===== src/hdl/srbt_pkg.sv =====
// ----------------------------------------------------------------------------
// srbt_pkg
// Shared types and constants of the shaped-rate blink timer: register
// indexes, zone modes, sequencer states and the shaper request/response.
// ----------------------------------------------------------------------------
package srbt_pkg;

  localparam int unsigned RATE_W  = 8;
  localparam int unsigned PER_W   = 16;
  localparam int unsigned COLOR_W = 24;
  localparam int unsigned FRAC_W  = 8;
  localparam int unsigned PROD_W  = PER_W + RATE_W;
  localparam int unsigned CFG_IDX_W = 3;

  localparam logic [RATE_W-1:0] RATE_MID = 8'd127;
  localparam logic [RATE_W-1:0] RATE_OFF = 8'd0;
  localparam logic [RATE_W-1:0] RATE_ON  = 8'd255;
  localparam logic [FRAC_W-1:0] ROUND_UP = 8'd255;

  typedef enum logic [CFG_IDX_W-1:0] {
    REG_MID_PERIOD  = 3'd0,
    REG_EDGE_PERIOD = 3'd1,
    REG_CURVE_EXP   = 3'd2,
    REG_FORE_COLOR  = 3'd3,
    REG_BACK_COLOR  = 3'd4,
    REG_ZONE_MODE   = 3'd5
  } cfg_reg_t;

  typedef enum logic [1:0] {
    ZONE_NONE = 2'd0,
    ZONE_FORE = 2'd1,
    ZONE_BACK = 2'd2,
    ZONE_BOTH = 2'd3
  } zone_mode_t;

  typedef enum logic [4:0] {
    SH_IDLE  = 5'b00001,
    SH_SHAPE = 5'b00010,
    SH_SHEND = 5'b00100,
    SH_PER   = 5'b01000,
    SH_FIN   = 5'b10000
  } shp_state_t;

  typedef enum logic [2:0] {
    T_IDLE = 3'b001,
    T_CALC = 3'b010,
    T_EMIT = 3'b100
  } top_state_t;

  typedef struct packed {
    logic              start;
    logic [RATE_W-1:0] rate;
  } shp_req_t;

  typedef struct packed {
    logic             done;
    logic [PER_W-1:0] period;
  } shp_rsp_t;

endpackage


===== src/hdl/shaped_rate_blink_timer.sv =====
// ----------------------------------------------------------------------------
// shaped_rate_blink_timer
// Blink timer whose period is shaped from a rate by a signed power curve.
//
// Input channel (in_valid/in_stall) carries one beat: now_ms and rate. The
// result channel (out_valid/out_stall) returns one beat per input beat:
// polarity, apply and the red/green/blue color to paint.
// Configuration is a plain write port (cfg_wr_en, cfg_index, cfg_wdata);
// registers 0..5 are mid period, edge period, curve exponent, fore color,
// back color and zone mode. Write only while the block is idle.
// Rate 0 or 255 skips the shaper and goes straight to emit; exponent 0
// skips the curve; else the shared multiplier runs |curve_exponent| curve
// steps, one curve step per cycle, then one period multiply. One beat is
// worked at a time; in_stall stays high until the result is loaded into
// the output register.
// A stalled output beat holds; the next input beat is accepted meanwhile and
// its result waits until the output register frees.
// Reset clears the state, config, output valid, the toggle stamp and the phase (background).
// ----------------------------------------------------------------------------
module shaped_rate_blink_timer
  import srbt_pkg::*;
#(
  parameter int unsigned TIME_BITS = 32
) (
  input  logic                 clk,
  input  logic                 rst_n,
  input  logic                 in_valid,
  output logic                 in_stall,
  input  logic [31:0]          in_now_ms,
  input  logic [RATE_W-1:0]    in_rate,
  output logic                 out_valid,
  input  logic                 out_stall,
  output logic                 out_polarity,
  output logic                 out_apply,
  output logic [7:0]           out_red,
  output logic [7:0]           out_green,
  output logic [7:0]           out_blue,
  input  logic                 cfg_wr_en,
  input  logic [CFG_IDX_W-1:0] cfg_index,
  input  logic [COLOR_W-1:0]   cfg_wdata
);

  top_state_t               state_r, state_nxt;
  logic [TIME_BITS-1:0]     now_r;
  logic [TIME_BITS-1:0]     stamp_r;
  logic                     phase_r;
  logic [PER_W-1:0]         mid_r, edge_r;
  logic signed [RATE_W-1:0] exp_r;
  logic [COLOR_W-1:0]       fore_r, back_r;
  zone_mode_t               zone_r;
  logic                     out_valid_r;
  logic                     out_pol_r, out_apply_r;
  logic [COLOR_W-1:0]       out_color_r;

  logic                     in_acc;
  logic                     forced;
  logic [63:0]              now_ext;
  logic [TIME_BITS-1:0]     now_w;
  logic [TIME_BITS-1:0]     elapsed;
  logic                     out_free;
  logic                     apply_w;
  logic [COLOR_W-1:0]       color_w;
  shp_req_t                 req;
  shp_rsp_t                 rsp;

  assign in_stall = (state_r != T_IDLE);
  assign in_acc   = in_valid && !in_stall;
  assign forced   = (in_rate == RATE_OFF) || (in_rate == RATE_ON);
  assign now_ext  = {32'd0, in_now_ms};
  assign now_w    = now_ext[TIME_BITS-1:0];
  assign elapsed  = now_r - stamp_r;
  assign out_free = !out_valid_r || !out_stall;

  assign req.start = in_acc && !forced;
  assign req.rate  = in_rate;

  srbt_shaper u_shaper (
    .clk         (clk),
    .rst_n       (rst_n),
    .req         (req),
    .mid_period  (mid_r),
    .edge_period (edge_r),
    .curve_exp   (exp_r),
    .rsp         (rsp)
  );

  always_comb begin
    apply_w = 1'b0;
    color_w = '0;
    case (zone_r)
      ZONE_FORE: begin
        apply_w = phase_r;
        color_w = phase_r ? fore_r : '0;
      end
      ZONE_BACK: begin
        apply_w = !phase_r;
        color_w = phase_r ? '0 : back_r;
      end
      ZONE_BOTH: begin
        apply_w = 1'b1;
        color_w = phase_r ? fore_r : back_r;
      end
      default: begin
        apply_w = 1'b0;
        color_w = '0;
      end
    endcase
  end

  always_comb begin
    state_nxt = state_r;
    unique case (state_r)
      T_IDLE: if (in_acc) state_nxt = forced ? T_EMIT : T_CALC;
      T_CALC: if (rsp.done) state_nxt = T_EMIT;
      T_EMIT: if (out_free) state_nxt = T_IDLE;
      default: state_nxt = T_IDLE;
    endcase
  end

  // advance the control state, stamp, phase, config and output valid
  always_ff @(posedge clk) begin
    if (!rst_n) begin
      state_r     <= T_IDLE;
      stamp_r     <= '0;
      phase_r     <= 1'b0;
      mid_r       <= '0;
      edge_r      <= '0;
      exp_r       <= '0;
      fore_r      <= '0;
      back_r      <= '0;
      zone_r      <= ZONE_NONE;
      out_valid_r <= 1'b0;
    end else begin
      state_r <= state_nxt;
      if (cfg_wr_en) begin
        unique case (cfg_index)
          REG_MID_PERIOD:  mid_r  <= cfg_wdata[PER_W-1:0];
          REG_EDGE_PERIOD: edge_r <= cfg_wdata[PER_W-1:0];
          REG_CURVE_EXP:   exp_r  <= cfg_wdata[RATE_W-1:0];
          REG_FORE_COLOR:  fore_r <= cfg_wdata;
          REG_BACK_COLOR:  back_r <= cfg_wdata;
          REG_ZONE_MODE:   zone_r <= zone_mode_t'(cfg_wdata[1:0]);
          default: ;
        endcase
      end
      if (in_acc && forced) begin
        stamp_r <= now_w;
        phase_r <= (in_rate == RATE_ON);
      end
      if (state_r == T_CALC && rsp.done && elapsed > TIME_BITS'(rsp.period)) begin
        stamp_r <= now_r;
        phase_r <= !phase_r;
      end
      if (state_r == T_EMIT && out_free) begin
        out_valid_r <= 1'b1;
      end else if (!out_stall) begin
        out_valid_r <= 1'b0;
      end
    end
  end

  always_ff @(posedge clk) begin
    if (in_acc) begin
      now_r <= now_w;
    end
    if (state_r == T_EMIT && out_free) begin
      out_pol_r   <= phase_r;
      out_apply_r <= apply_w;
      out_color_r <= color_w;
    end
  end

  assign out_valid    = out_valid_r;
  assign out_polarity = out_pol_r;
  assign out_apply    = out_apply_r;
  assign out_red      = out_color_r[23:16];
  assign out_green    = out_color_r[15:8];
  assign out_blue     = out_color_r[7:0];

`ifndef SYNTHESIS
  a_busy_after_accept: assert property (@(posedge clk) disable iff (!rst_n)
    in_acc |=> in_stall)
    else $error("input accepted while not idle next cycle");

  a_done_in_calc: assert property (@(posedge clk) disable iff (!rst_n)
    rsp.done |-> (state_r == T_CALC))
    else $error("shaper done outside of calc");

  a_load_from_emit: assert property (@(posedge clk) disable iff (!rst_n)
    $rose(out_valid_r) |-> $past(state_r == T_EMIT))
    else $error("output loaded outside of emit");

  a_forced_phase: assert property (@(posedge clk) disable iff (!rst_n)
    (in_acc && in_rate == RATE_ON) |=> phase_r)
    else $error("rate on did not force phase high");
`endif

endmodule


===== src/hdl/srbt_mul.sv =====
// ----------------------------------------------------------------------------
// srbt_mul
// Shared 16x8 unsigned multiplier with a registered product.
// ----------------------------------------------------------------------------
module srbt_mul
  import srbt_pkg::*;
(
  input  logic              clk,
  input  logic              en,
  input  logic [PER_W-1:0]  a,
  input  logic [RATE_W-1:0] b,
  output logic [PROD_W-1:0] prod
);

  logic [PROD_W-1:0] prod_r;

  always_ff @(posedge clk) begin
    if (en) begin
      prod_r <= PROD_W'(a) * PROD_W'(b);
    end
  end

  assign prod = prod_r;

endmodule


===== src/hdl/srbt_shaper.sv =====
// ----------------------------------------------------------------------------
// srbt_shaper
// Sequencer that folds the rate, bends it by the signed power curve one
// multiply per cycle and interpolates the blink period on the same multiplier.
// ----------------------------------------------------------------------------
module srbt_shaper
  import srbt_pkg::*;
(
  input  logic                     clk,
  input  logic                     rst_n,
  input  shp_req_t                 req,
  input  logic [PER_W-1:0]         mid_period,
  input  logic [PER_W-1:0]         edge_period,
  input  logic signed [RATE_W-1:0] curve_exp,
  output shp_rsp_t                 rsp
);

  shp_state_t        state_r, state_nxt;
  logic [RATE_W-1:0] cnt_r, cnt_nxt;
  logic              first_r, first_nxt;
  logic              neg_r, neg_nxt;
  logic [RATE_W-1:0] base_r, base_nxt;
  logic [RATE_W-1:0] s_r, s_nxt;

  logic              mul_en;
  logic [PER_W-1:0]  mul_a;
  logic [RATE_W-1:0] mul_b;
  logic [PROD_W-1:0] prod;

  logic [RATE_W-1:0] fold;
  logic [RATE_W-1:0] m;
  logic [RATE_W-1:0] mag;
  logic              up;
  logic [PER_W-1:0]  diff;
  logic [PROD_W:0]   sum_rnd;
  logic [PER_W-1:0]  q;
  logic [RATE_W-1:0] t;

  srbt_mul u_mul (
    .clk  (clk),
    .en   (mul_en),
    .a    (mul_a),
    .b    (mul_b),
    .prod (prod)
  );

  assign fold    = (req.rate > RATE_MID) ? ~req.rate : req.rate;
  assign m       = {fold[RATE_W-2:0], 1'b0};
  assign mag     = curve_exp[RATE_W-1] ? (~curve_exp + 8'd1) : curve_exp;
  assign up      = (edge_period >= mid_period);
  assign diff    = up ? (edge_period - mid_period) : (mid_period - edge_period);
  assign sum_rnd = {1'b0, prod} + (PROD_W + 1)'(ROUND_UP);
  assign q       = up ? prod[PROD_W-1:FRAC_W] : sum_rnd[PROD_W-1:FRAC_W];
  assign t       = prod[2*FRAC_W-1:FRAC_W];

  always_comb begin
    state_nxt  = state_r;
    cnt_nxt    = cnt_r;
    first_nxt  = first_r;
    neg_nxt    = neg_r;
    base_nxt   = base_r;
    s_nxt      = s_r;
    mul_en     = 1'b0;
    mul_a      = '0;
    mul_b      = '0;
    rsp.done   = 1'b0;
    rsp.period = up ? (edge_period - q) : (edge_period + q);
    unique case (state_r)
      SH_IDLE: begin
        if (req.start) begin
          neg_nxt   = curve_exp[RATE_W-1];
          base_nxt  = curve_exp[RATE_W-1] ? ~m : m;
          cnt_nxt   = mag;
          first_nxt = 1'b1;
          s_nxt     = m;
          state_nxt = (mag == '0) ? SH_PER : SH_SHAPE;
        end
      end
      SH_SHAPE: begin
        mul_en    = 1'b1;
        mul_a     = first_r ? PER_W'(base_r) : PER_W'(t);
        mul_b     = base_r;
        first_nxt = 1'b0;
        cnt_nxt   = cnt_r - 8'd1;
        if (cnt_r == 8'd1) begin
          state_nxt = SH_SHEND;
        end
      end
      SH_SHEND: begin
        s_nxt     = neg_r ? ~t : t;
        state_nxt = SH_PER;
      end
      SH_PER: begin
        mul_en    = 1'b1;
        mul_a     = diff;
        mul_b     = s_r;
        state_nxt = SH_FIN;
      end
      SH_FIN: begin
        rsp.done  = 1'b1;
        state_nxt = SH_IDLE;
      end
      default: state_nxt = SH_IDLE;
    endcase
  end

  always_ff @(posedge clk) begin
    if (!rst_n) begin
      state_r <= SH_IDLE;
    end else begin
      state_r <= state_nxt;
    end
  end

  always_ff @(posedge clk) begin
    cnt_r   <= cnt_nxt;
    first_r <= first_nxt;
    neg_r   <= neg_nxt;
    base_r  <= base_nxt;
    s_r     <= s_nxt;
  end

endmodule

===== config.mk =====
export PLATFORM = sky130hd
export DESIGN_NAME = shaped_rate_blink_timer
export DESIGN_NICKNAME = d
export VERILOG_FILES = /design/src/hdl/srbt_pkg.sv /design/src/hdl/shaped_rate_blink_timer.sv /design/src/hdl/srbt_mul.sv /design/src/hdl/srbt_shaper.sv
export SDC_FILE = /design/constraint.sdc
export NUM_CORES = 1
export LEC_CHECK = 0
export ABC_AREA = 1
export BUFFER_PORTS_ARGS = -buffer_cell sky130_fd_sc_hd__buf_4
export CAP_MARGIN = 20
export CORE_UTILIZATION = 57
export DETAILED_ROUTE_END_ITERATION = 10
export PLACE_DENSITY = 0.81
export SLEW_MARGIN = 20
export SYNTH_ARGS = -nofsm -noshare
export SYNTH_HDL_FRONTEND = slang
export SYNTH_SLANG_ARGS = --single-unit

===== constraint.sdc =====
create_clock -name clk -period 6.27 [get_ports clk]
set_clock_uncertainty 0.15 [all_clocks]
set_input_delay 0 -clock clk [delete_from_list [all_inputs] [get_ports clk]]
set_output_delay 0 -clock clk [all_outputs]
set_load 0.1 [all_outputs]

# ---- Word level (Yosys, flattened, before mapping)
# Cells that the tools add are included.
dict set report classes {
  addsub 8
  mul 1
  div_mod_pow 0
  order_cmp 3
  eq_ne 25
  shift 0
  n_mux 38
  bitwise_logic 4
  n_reduce_logical 31
}
# operator count
set ops {}
lappend ops {{24-bit two-way mux} 3}
lappend ops {{24-bit case mux with 3 select lines} 1}
lappend ops {{32-bit two-way mux} 2}
lappend ops {{16-bit two-way mux} 3}
lappend ops {{8-bit two-way mux} 6}
lappend ops {{8-bit case mux with 2 select lines} 3}
lappend ops {{16-bit subtractor} 3}
lappend ops {{32-bit by 16-bit greater-than comparator with 1-bit output} 1}
lappend ops {{16-bit case mux with 2 select lines} 1}
lappend ops {{32-bit subtractor} 1}
lappend ops {{24-bit by 8-bit adder with 24-bit output (second input constant)} 1}
lappend ops {{16-bit by 8-bit multiplier with 24-bit output} 1}
lappend ops {{8-bit NOT} 3}
lappend ops {{5-bit case mux with 4 select lines} 1}
lappend ops {{2-bit AND reduction} 10}
lappend ops {{16-bit adder} 1}
lappend ops {{16-bit greater-or-equal comparator} 1}
lappend ops {{8-bit logical NOT} 2}
lappend ops {{3-bit two-way mux} 4}
lappend ops {{5-bit two-way mux} 2}
lappend ops {{3-bit by 2-bit equality test with 1-bit output (second input constant)} 3}
lappend ops {{3-bit equality test (second input constant)} 3}
lappend ops {{3-bit case mux with 3 select lines} 1}
lappend ops {{8-bit by 1-bit adder with 8-bit output (second input constant)} 1}
lappend ops {{28 further kinds} 52}
dict set report word_totals {
  regBits 240
  latch_bits 0
  mem_bits_rw 0
  rom_bits 0
  out_inout_bits 28
  mem_count 0
}

# ---- Longest topological paths before layout
# Gate-level depths: netlist of run 1.
dict set report logic_depth {
  ltp_word 7
  ltp_mapped 47
  depth_no_buf 45
}

# ---- Cells and area by module
# A second synthesis of run 1 with hierarchy kept.
dict set report hier_totals {
  cells_unflattened 3176
  area_unflattened_um2 21521.9
}
# mod n_inst cells_each area_per_inst_um2
set by_module_without_submodules {}
lappend by_module_without_submodules {shaped_rate_blink_timer 1 1492 10390.0}
lappend by_module_without_submodules {srbt_shaper 1 929 5703.0}
lappend by_module_without_submodules {srbt_mul 1 755 5429.0}

# ---- Worst setup path after synthesis of run 1
# OpenSTA, ideal clock, no wires.
dict set report synth_path {
  path_type {reg2reg}
  start {register edge_r[0]}
  end {register u_shaper.u_mul.prod_r[20] (netlist: u_shaper.u_mul.prod[20]) (data pin)}
  setup_time_ps 259
  t_arrival_ps 6029
  path_slack_ps -168
  path_stages_with_launch 38
  n_path_buf 1
  synth_period_minus_slack_ps 6438
  path_cell_list {dfxtp_1 inv_1 ha_1 inv_1 fa_1 inv_1 o21ai_1 nand2_1 nand3_1 nand2_1 nand2_2 buf_6 o21ai_0 o21ai_0 or2_2 nand3_1 nand2_1 inv_1 [... 2 more ...] inv_1 fa_1 inv_1 fa_1 inv_1 fa_1 inv_1 ha_1 a21o_1 nand3_1 nand2_1 nand2_1 o211ai_1 a31oi_1 o21bai_1 nand3_1 nand2_1 xor2_1}
}
dict set report synth_between {
  elab_chain_len 4
  elab_cells_between_ends 6
  classes_between {2 x add/sub; 1 x mul; 1 x order compare; 2 x mux}
}
# item line
set synth_rtl {}
lappend synth_rtl {{from (decl)} shaped_rate_blink_timer.sv:47} ;# logic [PER_W-1:0] mid_r, edge_r;
lappend synth_rtl {{from (signal assigned)} shaped_rate_blink_timer.sv:138} ;# REG_EDGE_PERIOD: edge_r <= cfg_wdata[PER_W-1:0];
lappend synth_rtl {{16-bit subtractor / 16-bit greater-or-equal comparator (equally long branches)} {srbt_shaper.sv:51, srbt_shaper.sv:50}}
lappend synth_rtl {{16-bit two-way mux *} srbt_shaper.sv:51} ;# assign diff = up ? (edge_period - mid_period) : (mid_period - edge_period);
lappend synth_rtl {{16-bit case mux with 2 select lines *} srbt_shaper.sv:68} ;# unique case (state_r)
lappend synth_rtl {{16-bit by 8-bit multiplier with 24-bit output *} srbt_mul.sv:19} ;# prod_r <= PROD_W'(a) * PROD_W'(b);
lappend synth_rtl {{to (signal assigned)} srbt_mul.sv:19}
lappend synth_rtl {{to (decl)} srbt_mul.sv:15} ;# logic [PROD_W-1:0] prod_r;
# Every way passes the cells marked *; elsewhere a longest branch is shown, timed or not.
# A chain may end at the register's enable or synchronous reset.

# ---- Worst setup path in the final report of run 1
# Same ends and word-level chain as after synthesis.

==> run metrics, run 1 <==
iteration count of the initial detailed-routing pass=6; mean post-synth cell area=7.17 um^2; total gr overflow=0; die area=35800 um^2; WL per Instance=17.9 um; global-route wire length before repair=100 mm; Setup Viol. Count Final=5; proportion of synthesized chip area in sequential cells=29.4%; RePlAce Congestion=0.984; transition time at the pin with the least slew margin=1.14 ns; slowest library cell on the worst path=fa_2; capturing element type of the critical path=flop; number of vias per cell after detailed routing=5.56; depth of the worst hold-timing path=2; horizontal die dimension=189 um; leading cell types in the layout, fill and taps excluded=nand2_1, inv_1, buf_4, nor2_1, nand3_1; CP max FO=6; Iter 0 DRT Violations=1260; drt drc=0; vias after detailed routing=20300; Worst Setup Start Kind=flop; type of the worst setup path=reg2reg; shortest clock period the worst path allows after layout=6.35 ns; number of enable-type register cells in the synthesized netlist=108; number of nets produced by synthesis=3090; VDD IR max=0.229 mV; Leak Pwr=12.1 nW; Main synth FF type=dfxtp_1; reported max-cap violation count=0; sum of negative setup slack=-0.230 ns; class of the worst hold path=in2reg; number of cells in the design after placement=3470; flops & latches, synth=240; final hold vios=0; data arrival time of the critical path=6.51 ns; post-route ant nets=0; ys async rst share=0%; commonest non-fill, non-tap cell in the layout=nand2_1; non-filler instance count after layout=3642; # port buffers=99; failing checks=negative setup slack; P&R area growth vs syn=28.1%; worst path bufs/invs=10; setup repair after global routing missed its margin=yes; critical path's top delay family=adder cells; share of the core filled with cells=74.1%; TritonCTS Sinks=240; number of ports placed on the die boundary=100; Achievable Freq=157 MHz; starting utilization of the core area=57.9%; outcome=finished with violations; maximum number of pins on one net before global-route repair=96; number of buffers created by CTS=27; synthesized area=20000 um^2; Crit path largest cell delay=0.55 ns; share of post-route cells with drive strength above 1=18.3%; total stage count of the critical path=37; TritonCTS clock tree=done; Die Ht=189 um; Clock transition at path regs=0.06 ns; pwr dens=206 nW/um^2; Synth Instances=2790; logic depth of the worst register-to-register path=37; number of rows in the core area=68; total length of routed wires=65.0 mm; antenna violations before repair=1; CTS root buf=clkbuf_16; Cell variety after synth=56; worst path required time=6.43 ns; net count reported at finish=3466; Syn. warnings=0; ratio of final minimum period to clock period=101%; source-to-sink clock delay at the later pin of the worst-skew pair=0.57 ns; Floorplan Core Area=34500 um^2; relative max-transition margin=24.1%; CP dominant cell by count=inv_2; number of pins with negative max-slew slack in the final report=0; Detailed Place HPWL=46.3 mm; CTS H-tree depth=1; GRT Overall Usage=35.2%; final setup slack of the worst path=-0.0804 ns; Bufs on Longest Clock Path=3; via count of the first global-routing pass=20200; Worst Hold Slack=0.0303 ns
worst paths after layout:
kind                      start                 endpoint  slack, ns
hold reg to reg       fore_r[9]                fore_r[9]       0.30
setup / recovery      edge_r[0]  u_shaper.u_mul.prod[20]      -0.08
hold / removal    in_now_ms[30]                now_r[30]       0.03
setup reg to reg      edge_r[0]  u_shaper.u_mul.prod[20]      -0.08
per-layer routing:
layer | track usage, % | part of all wire, %
met2 | 64.5 | 50
met5 | 0 | 0
met1 | 40.2 | 38
met3 | 5.67 | 7.0
met4 | 15.1 | 5.4
Yosys cell counts, types with 28 or more instances:
master,count,area [um^2]
xor2_1,82,718
fa_1,88,1760
nand3_1,181,906
inv_1,490,1840
clkbuf_1,62,233
nor2_1,307,1150
a21oi_1,189,946
nand4_1,28,175
dfxtp_1,132,2640
nand2_1,586,2200
o21ai_0,185,926
edfxtp_1,108,3240
ha_1,140,1750
power breakdown:
part | internal, W | total (W) | switching (W) | leakage [nW]
clock network | 0.000935 | 0.00162 | 0.000681 | 0.439
registers | 0.00172 | 0.00177 | 0.0000494 | 2.04
logic | 0.000810 | 0.00190 | 0.00109 | 9.64
stage by stage:
stage               power [W]  cell area, um^2  worst slack (ns)
finish                0.00528            25600           -0.0804
global route          0.00555            25600            -0.404
CTS                   0.00514            24700          -0.00258
detailed placement    0.00345            22700            -0.292
global placement      0.00340            22700            -0.189
floorplan             0.00288            20100            0.0311
what timing repair did:
item,CTS,global route
resized for setup,56,140
pin swaps,24,109
buffers inserted,12,15
setup endpoints to repair,43,48
endpoints found under the hold margin,203,0
gates cloned,1,7
hold buffers,87,0
area by class of cell:
class                           instances  area [um^2]
Inverter                              501         1890
Fill cell                            2577         8940
Sequential cell                       240         5890
Antenna cell                            1         2.50
Clock buffer                           33          708
Multi-Input combinational cell       1964        12700
Tap cell                              455          569
Timing Repair Buffer                  432         3660
Clock inverter                         16          183
state kept, by name, summed over array words and instances, names as in the netlist:
signal               cells
u_shaper.state_r         5
u_shaper.neg_r           1
out_polarity             1
out_color_r             24
out_valid                1
edge_r                  16
zone_r                   2
mid_r                   16
u_shaper.base_r          8
state_r                  3
now_r                   32
back_r                  24
exp_r                    8
stamp_r                 32
u_shaper.first_r         1
u_shaper.cnt_r           8
fore_r                  24
phase_r                  1
out_apply                1
u_shaper.u_mul.prod     24
u_shaper.s_r             8
logic make-up (layout without fill, tap and decap cells):
kind of cell	Yosys count	after routing	share of synthesized area, %
and+or+nand+nor	1167	1168	24.4
buffers and inverters	587	982	11.4
DFF	240	240	29.4
AOI/OAI and AO/OA	459	459	12.4
adders and majority gates	228	228	17.6
muxes	1	1	0.0501
other	0	1	0
xor gates and xnor gates	108	108	4.73
(Power assumes the default switching activity.)
==> inputs of run 2 (changes only) <==
Settings changed: CORE_UTILIZATION 57 to 32, PLACE_DENSITY 0.81 to 0.52.
==> run metrics, run 2 (synthesized netlist as in run 1, its figures left out) <==
outcome=finished with violations; failing checks=negative setup slack; type of the worst setup path=reg2reg; topmost layer with routed signal wires=met4; GRT Overall Usage=20.2% (-15 points); horizontal die dimension=252 um (+33%); RePlAce Congestion=0.905 (-8.0%); share of the core filled with cells=44.8% (-29 points); number of rows in the core area=91 (+34%); total gr overflow=0 (unchanged); Worst Hold Slack=0.0327 ns (+0.00240 ns); final hold vios=0 (unchanged); worst path bufs/invs=8 (-2); TritonCTS Sinks=240 (unchanged); reported max-cap violation count=0 (unchanged); commonest non-fill, non-tap cell in the layout=nand2_1; slowest library cell on the worst path=fa_2; biggest regs=now_r: 32 flops, stamp_r: 32 flops; Leak Pwr=12.8 nW (+5.7%); source-to-sink clock delay at the later pin of the worst-skew pair=0.61 ns (+0.04 ns); P&R area growth vs syn=38.1%; Bufs on Longest Clock Path=3 (unchanged); share of post-route cells with drive strength above 1=22.6% (+4.2 points); global-route wire length before repair=103 mm (+2.7%); number of buffers created by CTS=29 (+7.4%); Worst Setup Start Kind=flop; relative max-transition margin=34.3% (+10 points); routed metal-1 wire length=29.3 mm (+19%); maximum number of pins on one net before global-route repair=96 (unchanged); dpl ws=-0.280 ns (+0.0121 ns); data arrival time of the critical path=6.59 ns (+0.08 ns); class of the worst hold path=in2reg; TritonCTS clock tree=done; number of pins with negative max-slew slack in the final report=0 (unchanged); Iter 0 DRT Violations=1155 (-8.3%); final standard cell area without fillers=27600 um^2 (+7.9%); die area=63500 um^2 (+77%); Detailed Place HPWL=49.2 mm (+6.4%); leading cell types in the layout, fill and taps excluded=nand2_1, inv_1, buf_4, nor2_1, nand3_1; Crit path largest cell delay=0.34 ns (-0.21 ns); post-route ant nets=0 (unchanged); total length of routed wires=66.0 mm (+1.4%); critical path's top delay family=simple AND/OR/NAND/NOR gates; met3 routed WL=3.36 mm (-26%); iteration count of the initial detailed-routing pass=7 (+1); VDD IR max=0.220 mV (-4.1%); worst path required time=6.57 ns (+0.14 ns); Achievable Freq=159 MHz (+0.92%); pwr dens=207 nW/um^2 (+0.28%); vias after detailed routing=19800 (-2.1%); Met2 Routed Length=31.5 mm (-3.0%); antenna violations before repair=1 (unchanged); ratio of final minimum period to clock period=100% (-0.92 points); number of ports placed on the die boundary=100 (unchanged); CTS H-tree depth=1 (unchanged); transition time at the pin with the least slew margin=0.980 ns (-0.157 ns); shortest clock period the worst path allows after layout=6.29 ns (-0.0578 ns); net count reported at finish=3585 (+3.4%); Clock transition at path regs=0.06 ns (about the same); setup repair after global routing missed its margin=yes; drt drc=0 (unchanged); starting utilization of the core area=32.4% (-25 points); Placed Area=23600 um^2 (+4.0%); Floorplan Core Area=61700 um^2 (+79%); Die Ht=252 um (+33%); number of vias per cell after detailed routing=4.78 (-14%); WL per Instance=15.9 um (-11%); Ant. Diodes=0 (-1); final-layout fill cell count=6214 (+140%); # port buffers=99 (unchanged); CP max FO=8 (+2); Setup Viol. Count Final=11 (+6); non-filler instance count after layout=4145 (+14%); final setup slack of the worst path=-0.0226 ns (+0.0578 ns); number of cells in the design after placement=3904 (+13%); CTS root buf=clkbuf_16; capturing element type of the critical path=flop; via count of the first global-routing pass=20000 (-1.4%)
-- run 2: area by class of cell --
type	count	area, um^2	area share (%)
clock inverter	13	125	0.453
sequential	240	5900	21.3
inverter	501	1890	6.84
timing repair buffer	549	4690	17.0
multi-input combinational	1964	13100	47.5
tap	837	1050	3.79
clock buffer	41	843	3.05
-- run 2: path summary, 6_finish.rpt --
kind / to / slack, ns / startpoint / depth (start not counted)
worst max register to register: stamp_r[14] / -0.02 / edge_r[0] / 41
worst min register to register: fore_r[1] / 0.30 / fore_r[1] / 2
worst max-delay path: stamp_r[14] / -0.02 / edge_r[0] / 41
worst min-delay path: now_r[6] / 0.03 / in_now_ms[6] / 2
-- run 2: timing repair --
| item | CTS | global route |
|---|---|---|
| endpoints found under the setup margin | 43 | 49 |
| pin swaps | 30 | 114 |
| buffers inserted | 20 | 30 |
| hold endpoints to repair | 200 | 0 |
| hold buffers | 128 | 0 |
| resized for setup | 84 | 219 |
| cloned | 0 | 9 |
-- run 2: per-layer routing --
metal	track usage [%]	up-vias
met5	0	-
met4	5.92	0
met3	3.08	106
met2	34.6	419
met1	26.1	9421
li1	-	9883
-- run 2: stage by stage --
step                      TNS [ns]  total power (W)
after detailed placement     -9.69          0.00357
after global placement       -6.88          0.00354
final                       -0.129          0.00571
after CTS                   -0.127          0.00545
after floorplan                  0          0.00288
after global routing        -12.97          0.00604
-- run 2: report_power, final --
part	switching [W]	internal (W)	total (W)
registers	0.0000491	0.00172	0.00177
logic	0.00122	0.000998	0.00222
clock network	0.000737	0.000987	0.00172
total	0.00201	0.00371	0.00571
